`config.mk`:
```
export PLATFORM = sky130hd
export DESIGN_NAME = six_bit_text_encoder_unit
export DESIGN_NICKNAME = d
export VERILOG_FILES = /design/src/rtl/core/sbte_pkg.sv /design/src/rtl/core/six_bit_text_encoder_unit.sv /design/src/rtl/core/sbte_front.sv /design/src/rtl/core/sbte_queue.sv /design/src/rtl/core/sbte_back.sv
export SDC_FILE = /design/constraint.sdc
export NUM_CORES = 1
export LEC_CHECK = 0
export BUFFER_PORTS_ARGS = -buffer_cell sky130_fd_sc_hd__buf_2
export CAP_MARGIN = 0
export CORE_MARGIN = 2
export CORE_UTILIZATION = 50
export CTS_BUF_LIST = sky130_fd_sc_hd__clkbuf_8
export CTS_CLUSTER_SIZE = 24
export DETAILED_ROUTE_END_ITERATION = 10
export PLACE_DENSITY = 0.71
export SKIP_CTS_REPAIR_TIMING = 1
export SYNTH_ARGS = -nofsm -noshare
export SYNTH_HDL_FRONTEND = slang
export SYNTH_SLANG_ARGS = --single-unit
```
`constraint.sdc`:
```
create_clock -name clk -period 3.27 [get_ports clk]
set_input_delay 0.654 -clock clk [delete_from_list [all_inputs] [get_ports clk]]
set_output_delay 0.654 -clock clk [all_outputs]
set_load 0.05 [all_outputs]
```
`src/rtl/core/sbte_pkg.sv`:
```
package sbte_pkg;

  localparam logic [7:0] CHAR_OFFSET  = 8'd33;
  localparam logic [7:0] NEWLINE_CHAR = 8'd10;
  localparam logic [5:0] LINE_RESET   = 6'd20;
  localparam int         QUEUE_DEPTH  = 2;

  localparam logic [2:0] CI_FIRST   = 3'd0;
  localparam logic [2:0] CI_SECOND  = 3'd1;
  localparam logic [2:0] CI_THIRD   = 3'd2;
  localparam logic [2:0] CI_FOURTH  = 3'd3;
  localparam logic [2:0] CI_NEWLINE = 3'd4;

  typedef struct packed {
    logic [7:0] a;
    logic [7:0] b;
    logic [7:0] c;
    logic [2:0] last_idx;
    logic       final_job;
  } job_t;

endpackage

```
`src/rtl/core/six_bit_text_encoder_unit.sv`:
```
// A byte that completes a group or ends the message is written into the queue
// as a request; the back end then registers its first character on the output.
// Throughput: one character per cycle while a request is queued and out_stall
// is low; a group of three bytes gives four characters, or five with a newline.
// Reset (rst, synchronous): clears pending bytes, group count, queue and output
// valid, and sets the groups-per-line setting to 20.
module six_bit_text_encoder_unit #(
  parameter int QUEUE_DEPTH = sbte_pkg::QUEUE_DEPTH
) (
  input  logic       clk,
  input  logic       rst,
  input  logic       in_valid,
  output logic       in_stall,
  input  logic [7:0] data_byte,
  input  logic       is_final_byte,
  output logic       out_valid,
  input  logic       out_stall,
  output logic [7:0] text_char,
  output logic       is_final_char,
  input  logic       cfg_valid,
  output logic       cfg_ready,
  input  logic [5:0] groups_per_line
);

  sbte_pkg::job_t push_job;
  sbte_pkg::job_t head;
  logic           push;
  logic           pop;
  logic           queue_full;
  logic           queue_empty;

  assign cfg_ready = 1'b1;

  sbte_front u_front (
    .clk             (clk),
    .rst             (rst),
    .in_valid        (in_valid),
    .in_stall        (in_stall),
    .data_byte       (data_byte),
    .is_final_byte   (is_final_byte),
    .cfg_valid       (cfg_valid),
    .cfg_ready       (cfg_ready),
    .groups_per_line (groups_per_line),
    .queue_full      (queue_full),
    .push            (push),
    .push_job        (push_job)
  );

  sbte_queue #(
    .DEPTH (QUEUE_DEPTH)
  ) u_queue (
    .clk      (clk),
    .rst      (rst),
    .push     (push),
    .push_job (push_job),
    .pop      (pop),
    .full     (queue_full),
    .empty    (queue_empty),
    .head     (head)
  );

  sbte_back u_back (
    .clk           (clk),
    .rst           (rst),
    .empty         (queue_empty),
    .head          (head),
    .pop           (pop),
    .out_valid     (out_valid),
    .out_stall     (out_stall),
    .text_char     (text_char),
    .is_final_char (is_final_char)
  );

endmodule

```
`src/rtl/core/sbte_front.sv`:
```
module sbte_front (
  input  logic              clk,
  input  logic              rst,
  input  logic              in_valid,
  output logic              in_stall,
  input  logic [7:0]        data_byte,
  input  logic              is_final_byte,
  input  logic              cfg_valid,
  input  logic              cfg_ready,
  input  logic [5:0]        groups_per_line,
  input  logic              queue_full,
  output logic              push,
  output sbte_pkg::job_t    push_job
);

  logic [5:0] line_groups;
  logic [7:0] first_byte;
  logic [7:0] second_byte;
  logic [1:0] count;
  logic [5:0] groups_on_line;
  logic [5:0] groups_on_line_next;
  logic       accept;
  logic       group_done;
  logic       newline;

  assign in_stall            = queue_full;
  assign accept              = in_valid && !in_stall;
  assign group_done          = (count == 2'd2);
  assign groups_on_line_next = groups_on_line + 6'd1;
  assign newline             = (groups_on_line_next == line_groups);
  assign push                = accept && (group_done || is_final_byte);

  always_comb begin
    push_job.final_job = is_final_byte;
    if (group_done) begin
      push_job.a        = first_byte;
      push_job.b        = second_byte;
      push_job.c        = data_byte;
      push_job.last_idx = newline ? sbte_pkg::CI_NEWLINE : sbte_pkg::CI_FOURTH;
    end else if (count == 2'd0) begin
      push_job.a        = data_byte;
      push_job.b        = 8'd0;
      push_job.c        = 8'd0;
      push_job.last_idx = sbte_pkg::CI_SECOND;
    end else begin
      push_job.a        = first_byte;
      push_job.b        = data_byte;
      push_job.c        = 8'd0;
      push_job.last_idx = sbte_pkg::CI_THIRD;
    end
  end

  always_ff @(posedge clk) begin
    if (rst) begin
      line_groups <= sbte_pkg::LINE_RESET;
    end else if (cfg_valid && cfg_ready) begin
      line_groups <= groups_per_line;
    end
  end

  always_ff @(posedge clk) begin
    if (rst) begin
      count          <= 2'd0;
      groups_on_line <= 6'd0;
    end else if (accept) begin
      if (is_final_byte) begin
        count          <= 2'd0;
        groups_on_line <= 6'd0;
      end else if (group_done) begin
        count          <= 2'd0;
        groups_on_line <= newline ? 6'd0 : groups_on_line_next;
      end else begin
        count <= count + 2'd1;
      end
    end
  end

  always_ff @(posedge clk) begin
    if (accept && !is_final_byte && !group_done) begin
      if (count == 2'd0) begin
        first_byte <= data_byte;
      end else begin
        second_byte <= data_byte;
      end
    end
  end

`ifndef SYNTHESIS
  a_count_range: assert property (@(posedge clk) disable iff (rst)
    count != 2'd3)
    else $error("pending byte count out of range");
  a_final_clears: assert property (@(posedge clk) disable iff (rst)
    accept && is_final_byte |=> count == 2'd0 && groups_on_line == 6'd0)
    else $error("message state not cleared after final byte");
`endif

endmodule

```
`src/rtl/core/sbte_queue.sv`:
```
module sbte_queue #(
  parameter int DEPTH = sbte_pkg::QUEUE_DEPTH
) (
  input  logic           clk,
  input  logic           rst,
  input  logic           push,
  input  sbte_pkg::job_t push_job,
  input  logic           pop,
  output logic           full,
  output logic           empty,
  output sbte_pkg::job_t head
);

  localparam int PTR_W = (DEPTH > 1) ? $clog2(DEPTH) : 1;
  localparam int CNT_W = $clog2(DEPTH + 1);

  sbte_pkg::job_t entries [DEPTH];
  logic [PTR_W-1:0] wr_ptr;
  logic [PTR_W-1:0] rd_ptr;
  logic [CNT_W-1:0] count;

  function automatic logic [PTR_W-1:0] wrap_inc(input logic [PTR_W-1:0] p);
    wrap_inc = (p == PTR_W'(DEPTH - 1)) ? '0 : p + PTR_W'(1);
  endfunction

  assign full  = (count == CNT_W'(DEPTH));
  assign empty = (count == '0);
  assign head  = entries[rd_ptr];

  always_ff @(posedge clk) begin
    if (rst) begin
      wr_ptr <= '0;
      rd_ptr <= '0;
      count  <= '0;
    end else begin
      if (push) begin
        wr_ptr <= wrap_inc(wr_ptr);
      end
      if (pop) begin
        rd_ptr <= wrap_inc(rd_ptr);
      end
      if (push && !pop) begin
        count <= count + CNT_W'(1);
      end else if (pop && !push) begin
        count <= count - CNT_W'(1);
      end
    end
  end

  always_ff @(posedge clk) begin
    if (push) begin
      entries[wr_ptr] <= push_job;
    end
  end

`ifndef SYNTHESIS
  a_no_overflow: assert property (@(posedge clk) disable iff (rst)
    !(push && full))
    else $error("request written into a full queue");
  a_no_underflow: assert property (@(posedge clk) disable iff (rst)
    !(pop && empty))
    else $error("request taken from an empty queue");
`endif

endmodule

```
`src/rtl/core/sbte_back.sv`:
```
module sbte_back (
  input  logic           clk,
  input  logic           rst,
  input  logic           empty,
  input  sbte_pkg::job_t head,
  output logic           pop,
  output logic           out_valid,
  input  logic           out_stall,
  output logic [7:0]     text_char,
  output logic           is_final_char
);

  logic [2:0] idx;
  logic [5:0] six;
  logic [7:0] char_value;
  logic       emit;
  logic       last_char;

  always_comb begin
    case (idx)
      sbte_pkg::CI_FIRST:  six = head.a[7:2];
      sbte_pkg::CI_SECOND: six = {head.a[1:0], head.b[7:4]};
      sbte_pkg::CI_THIRD:  six = {head.b[3:0], head.c[7:6]};
      default:             six = head.c[5:0];
    endcase
  end

  assign char_value = (idx == sbte_pkg::CI_NEWLINE) ? sbte_pkg::NEWLINE_CHAR
                                                    : {2'b00, six} + sbte_pkg::CHAR_OFFSET;
  assign emit       = !empty && (!out_valid || !out_stall);
  assign last_char  = (idx == head.last_idx);
  assign pop        = emit && last_char;

  always_ff @(posedge clk) begin
    if (rst) begin
      out_valid <= 1'b0;
      idx       <= sbte_pkg::CI_FIRST;
    end else if (emit) begin
      out_valid <= 1'b1;
      idx       <= last_char ? sbte_pkg::CI_FIRST : idx + 3'd1;
    end else if (!out_stall) begin
      out_valid <= 1'b0;
    end
  end

  always_ff @(posedge clk) begin
    if (emit) begin
      text_char     <= char_value;
      is_final_char <= last_char && head.final_job;
    end
  end

`ifndef SYNTHESIS
  a_idx_bound: assert property (@(posedge clk) disable iff (rst)
    !empty |-> idx <= head.last_idx)
    else $error("character index past the end of the request");
  a_idle_idx: assert property (@(posedge clk) disable iff (rst)
    empty |-> idx == sbte_pkg::CI_FIRST)
    else $error("character index left mid-request with nothing queued");
`endif

endmodule

```
=== Word level (Yosys, flattened, before mapping) ===
Memory sizes are Yosys's and may differ from the RTL's. A register that Yosys moved wholly into a read port is not among the register bits.
Index checks and enable logic that the tools add are counted.

* Input bits: 20
* Bits in writable memories: 56
* Register bits after elaboration: 47
* Bits in latches: 0
* Logic and storage cells: 77
* Output and inout bits: 12
* Memories: 1
* ROM bits: 0

{| class="wikitable"
|+ Memory list
! memory !! depth !! width !! read ports !! clocked after memory_dff !! wr ports !! RTL line !! source
|-
| u_queue.entries || 2 || 28 || 1 || 1 || 1 || sbte_queue.sv:17 || <nowiki>sbte_pkg::job_t entries [DEPTH];</nowiki>
|}

* Shift-type cells: 0
* Muxes and demuxes: 20
* $lt $le $gt $ge: 0
* Divide/modulo/power cells: 0
* $add $sub $neg: 8
* Eq/ne operators: 8
* Bitwise operators: 1
* Reduce and logical (&&, ||, !) cells: 27
* Multipliers: 0

{| class="wikitable"
|+ Operator list
! operator !! number
|-
| 2-to-1 mux 27 bit || 2
|-
| 2-to-1 mux 6 bit || 3
|-
| one-hot mux 6 bit (3 select lines) || 1
|-
| logical AND 1 bit || 9
|-
| logical NOT 1 bit || 8
|-
| 2-to-1 mux 1 bit || 8
|-
| 2-to-1 mux 2 bit || 4
|-
| adder 6 x 6 -> 7 bit (second input constant) || 1
|-
| adder 6 x 1 -> 6 bit (second input constant) || 1
|-
| equality test 6 bit || 1
|-
| 2-to-1 mux 3 bit || 2
|-
| AND reduction 2 bit || 3
|-
| adder 2 x 1 -> 2 bit (second input constant) || 2
|-
| equality test 2 bit (second input constant) || 2
|-
| logical NOT 2 bit || 2
|-
| nonzero test 2 bit || 2
|-
| adder 3 x 1 -> 3 bit (second input constant) || 1
|-
| equality test 3 x 1 -> 1 bit (second input constant) || 1
|-
| equality test 3 x 2 -> 1 bit (second input constant) || 1
|-
| equality test 3 bit || 1
|-
| equality test 3 bit (second input constant) || 1
|-
| logical NOT 3 bit || 1
|-
| adder 1 bit (second input constant) || 2
|-
| logical OR 1 bit || 2
|-
| other kinds (3) || 3
|}

=== Longest topological paths before layout ===
* Word-level depth: 8
* Gate-level depth with buffers: 10
* Depth with buffers taken out: 8

=== Cells and area by module ===
From an unflattened synthesis, not the netlist that was laid out.

* Cell total of the unflattened synthesis: 331
* Area, all modules: 4,556.9 um^2

{| class="wikitable"
|+ By module, submodules not included
! module !! times used !! cells an instance !! area each (um^2) !! seq. area each (um^2)
|-
| sbte_queue || 1 || 109 || 2,232.1 || 1,781.7
|-
| sbte_front || 1 || 139 || 1,501.4 || 760.7
|-
| sbte_back || 1 || 81 || 812.0 || 320.3
|-
| six_bit_text_encoder_unit || 1 || 2 || 11.3 || 0.0
|}

=== Worst setup path before layout ===
No wires, ideal clock.

* Kind: flip-flop to flip-flop
* From: reg u_queue.count[0]
* To: mem u_queue.entries[0][0] (netlist bit) (enable)
* Clock period less this slack: 2.816 ns
* Arrival: 2.403 ns
* Data required time: 2.857 ns
* Library setup time: 0.413 ns
* Slack: 0.454 ns
* Path buffers: 0
* Cell stages (with the launch flop): 5
* Cell sequence: dfxtp_1 nor2b_1 nand2b_1 o21bai_1 nor2_1

* Word-level cells in the longest chain between the ends: 6

{| class="wikitable"
|+ RTL lines
! what !! RTL line !! source
|-
| start: declaration || sbte_queue.sv:20 || <nowiki>logic [CNT_W-1:0] count;</nowiki>
|-
| start signal: assignment || sbte_queue.sv:43 || <nowiki>count <= count + CNT_W'(1);</nowiki>
|-
| start signal: assignment || sbte_queue.sv:45 || <nowiki>count <= count - CNT_W'(1);</nowiki>
|-
| equality test 2 bit || sbte_queue.sv:26 || <nowiki>assign full = (count == CNT_W'(DEPTH));</nowiki>
|-
| named net in_stall || six_bit_text_encoder_unit.sv:13 || <nowiki>output logic in_stall,</nowiki>
|-
| logical NOT 1 bit || sbte_front.sv:27 || <nowiki>assign accept = in_valid && !in_stall;</nowiki>
|-
| logical AND 1 bit || sbte_front.sv:27 ||
|-
| logical AND 1 bit || sbte_front.sv:31 || <nowiki>assign push = accept && (group_done || is_final_byte);</nowiki>
|-
| 2-to-1 mux 1 bit || sbte_queue.sv:51 || <nowiki>if (push) begin</nowiki>
|-
| 2-to-1 mux 1 bit (implied by the code) || sbte_queue.sv:52 || <nowiki>entries[wr_ptr] <= push_job;</nowiki>
|-
| end: declaration || sbte_queue.sv:17 ||
|}

The timed path passes the listed nets, and every way through them passes these cells.

=== Worst setup path after layout ===
* From: reg u_back.idx[0]
* To: reg u_back.text_char[4] (data pin)

* Word-level cells in the longest chain between the ends: 3
* Elaborated cells on any way between the ends: 6
* Classes of those cells: add/sub: 1; eq/ne: 3; mux: 1; reduce/logical: 1

{| class="wikitable"
|+ RTL lines
! what !! RTL line !! source
|-
| start: declaration || sbte_back.sv:13 || <nowiki>logic [2:0] idx;</nowiki>
|-
| start signal: assignment || sbte_back.sv:37 || <nowiki>idx <= sbte_pkg::CI_FIRST;</nowiki>
|-
| start signal: assignment || sbte_back.sv:40 || <nowiki>idx <= last_char ? sbte_pkg::CI_FIRST : idx + 3'd1;</nowiki>
|-
| equality test 3 x 2 -> 1 bit, or another cell as far along || sbte_back.sv:20 || <nowiki>case (idx)</nowiki>
|-
| one-hot mux 6 bit (3 select lines) || sbte_back.sv:20 ||
|-
| adder 6 x 6 -> 7 bit || sbte_back.sv:29 || <nowiki>: {2'b00, six} + sbte_pkg::CHAR_OFFSET;</nowiki>
|-
| end signal: assignment || sbte_back.sv:48 || <nowiki>text_char <= char_value;</nowiki>
|-
| end: declaration || sbte_back.sv:9 || <nowiki>output logic [7:0] text_char,</nowiki>
|}

Parallel ways exist; a longest one is shown, timed or not.
A chain may end at the register's enable or synchronous reset.

==> impl_metrics.tcl <==
set metrics [dict create \
    clockBufferDepth 2 \
    start_util 0.519 \
    worstHoldPathCells 2 \
    maxCapViolCount 0 \
    worst_slack_ps 533 \
    yosysWarnings 0 \
    yosys.cell_types.count 57 \
    worstRegToRegCells 8 \
    fmax_ghz 0.365 \
    syn2layout_area_growth_pct 9.86 \
    final_common_cell "edfxtp_1" \
    num_vias 2551 \
    synth_cells 322 \
    min_period_ps 2740 \
    fin_nets 381 \
    synth_top_family_by_area "multiplexers" \
    critPathKind "reg2reg" \
    synthMuxAreaShare 0.0955 \
    cp_max_fo 8 \
    ir_drop_v 0.000268 \
    cts_buffers 9 \
    ys_async_sr_fraction 0 \
    avgSynthCellArea_um2 14.1 \
    synth_area_leaders "edfxtp_1, dfxtp_1, mux2i_1" \
    rsz0062_at_grt "false" \
    synth_compound_area_frac 0.0900 \
    synth_top_area_share 0.529 \
    clk_latency_ps 350 \
    clk_pin_slew_ps 90 \
    reg2reg_from "u_back.idx[0]$_SDFFE_PP0P_" \
    min_to "u_back.out_valid$_SDFFE_PP0P_" \
    cp-end-kind "register" \
    post-place-ws_ps 566 \
    drt_first_pass_iters 5 \
    num_antenna_cells 0 \
    layout_common_cells "edfxtp_1, buf_2, nor2_1, dfxtp_1, mux2i_1" \
    dp_hpwl_um 5170 \
    viasPerCell 5.46 \
    dieArea_um2 9870 \
    hold_violations 0 \
    synth_largest_area_cell "edfxtp_1" \
    drive_above_1_share 0.223 \
    r2r_setup_slack_ps 530 \
    finalSetupViolCount 0 \
    outcome "finished, final reports clean" \
    worstPathRequired_ps 3350 \
    gp_congestion 0.850 \
    cp-start-kind "register" \
    yosys_most_used_dff "edfxtp_1" \
    grt_pass1_wl_um 12500 \
    synth-xor-area-share 0.0399 \
    cts_sinks 103 \
    overflow 0 \
    yosys.area_share.simple 0.0947 \
    synth_area_um2 4540 \
    root_buffer "clkbuf_8" \
    ys_seq_area_frac 0.630 \
    hold_class "reg2reg" \
    tns_ps 0 \
    drtIter0Drc 145 \
    worst_slew_pin_slew_ps 820 \
    globalRouteTotalUtil 0.164 \
    period_share 0.837 \
    skew_ps 3.28 \
    detail_route.wl_per_cell_um 16.3 \
    synthAdderAreaFrac 0.0193 \
    grt_pass1_vias 2434 \
    core_um2 8760 \
    io_pins 32 \
    slew_headroom 0.452 \
    cellPowerDensity_nw_per_um2 629 \
    die_height_um 99.3 \
    synth.net_count 349 \
    drv_slew 0 \
    p_leak_nw 1.77 \
    io_buffers 29 \
    drtAntennaViolNets 0 \
    nFillCells 685 \
    synth_edf_count 80 \
    worstReg2RegEnd "u_back.text_char[4]$_SDFFCE_PN0P_" \
    drc 0 \
    dpl_cell_area_um2 4770 \
    rows 34 \
    design_area_um2 4990 \
    ctsHtreeMaxLevel 3 \
    grt_max_degree 29 \
    antenna_found_initial 0 \
    arrival_ps 2820 \
    worstHoldStart "u_back.out_valid$_SDFFE_PP0P_" \
    routed_wl_um 7590 \
    cts_tree "built" \
    die_w_um 99.3 \
    synth-seq-cells 103 \
]
==> area by class of cell <==
cell class / count / area, µm² / area share
well taps: 108 / 135 / 0.0271
repair buffers: 35 / 190 / 0.0381
multi-input cells: 199 / 1560 / 0.312
clock buffers: 11 / 151 / 0.0303
flip-flops and latches: 103 / 2860 / 0.573
inverters: 6 / 22.5 / 0.00451
clock inverters: 5 / 75.1 / 0.0150
==> sequential cells by signal (all words and copies together), names as in the netlist, named ones only <==
signal,cells
u_queue.wr_ptr,1
u_back.text_char,7
u_queue.rd_ptr,1
u_queue.entries,56
u_queue.count,2
u_back.idx,3
u_back.out_valid,1
u_front.line_groups,6
u_front.count,2
u_back.is_final_char,1
u_front.second_byte,8
u_front.first_byte,8
u_front.groups_on_line,6
==> per-layer routing <==
metal / part of all wire / global-route usage / up-vias
met5: 0 / 0 / -
met4: 0.013 / 0.0558 / 0
met3: 0.037 / 0.0337 / 8
met2: 0.47 / 0.251 / 48
met1: 0.48 / 0.236 / 1247
li1: - / - / 1248
==> stage by stage <==
stage          std cells  power [W]  hold WS, ps   util
3_5_place_dp         451    0.00230          474  0.544
6_report             467    0.00314          478  0.570
2_1_floorplan        322    0.00217          458      -
5_1_grt              467    0.00328          505  0.570
4_1_cts              467    0.00317          486  0.570
3_3_place_gp         451    0.00229          459  0.544
==> cell usage after synthesis, types with 3 or more instances <==
library cell / count
nand3_1: 5
inv_1: 6
edfxtp_1: 80
nand2b_1: 5
a21oi_1: 10
o22ai_1: 3
dfxtp_1: 23
nor3_2: 4
nor2_1: 25
xnor2_1: 11
nand2_1: 17
xor2_1: 7
mux2_4: 3
buf_4: 4
ha_1: 7
nor2b_1: 4
and2_1: 10
mux2_2: 13
mux2i_1: 22
o21ai_0: 6
clkbuf_1: 6
a22o_1: 8
==> worst max-delay path, cell delays in order, from the launching register on <==
cell      delay, ps
dfxtp_1         450
inv_1           100
ha_1            320
nor3_2          250
or2_1           360
a221o_1         260
ha_1            210
nor4b_1         430
a211oi_2         90
==> logic make-up (layout without fill, tap and decap cells) <==
kind of cell	Yosys count	count (layout)
xor+xnor	19	19
compound gates	50	50
other cells	2	2
fa+ha+maj	7	7
buf+inv	20	57
mux	40	40
flops	103	103
simple gates	81	81
==> how the worst max path moves through the flow <==
stage | end | slack, ps | depth (start not counted) | from
6_report | u_back.text_char[4]$_SDFFCE_PN0P_ | 530 | 8 | u_back.idx[0]$_SDFFE_PP0P_
5_1_grt | u_back.text_char[4]$_SDFFCE_PN0P_ | 300 | 8 | u_back.idx[0]$_SDFFE_PP0P_
4_1_cts | u_back.text_char[4]$_SDFFCE_PN0P_ | 570 | 8 | u_back.idx[0]$_SDFFE_PP0P_
3_5_place_dp | u_back.text_char[4]$_SDFFCE_PN0P_ | 570 | 8 | u_back.idx[0]$_SDFFE_PP0P_
3_3_place_gp | u_back.text_char[4]$_SDFFCE_PN0P_ | 690 | 8 | u_back.idx[0]$_SDFFE_PP0P_
2_1_floorplan | u_queue.entries[0][0]$_DFFE_PP_ | 450 | 4 | u_queue.count[0]$_SDFFE_PP0P_
==> power by group <==
part           switching, W  internal (W)
registers         0.0000459       0.00154
logic              0.000440      0.000245
clock network      0.000399      0.000468
Power figures use the tool's default switching activity.
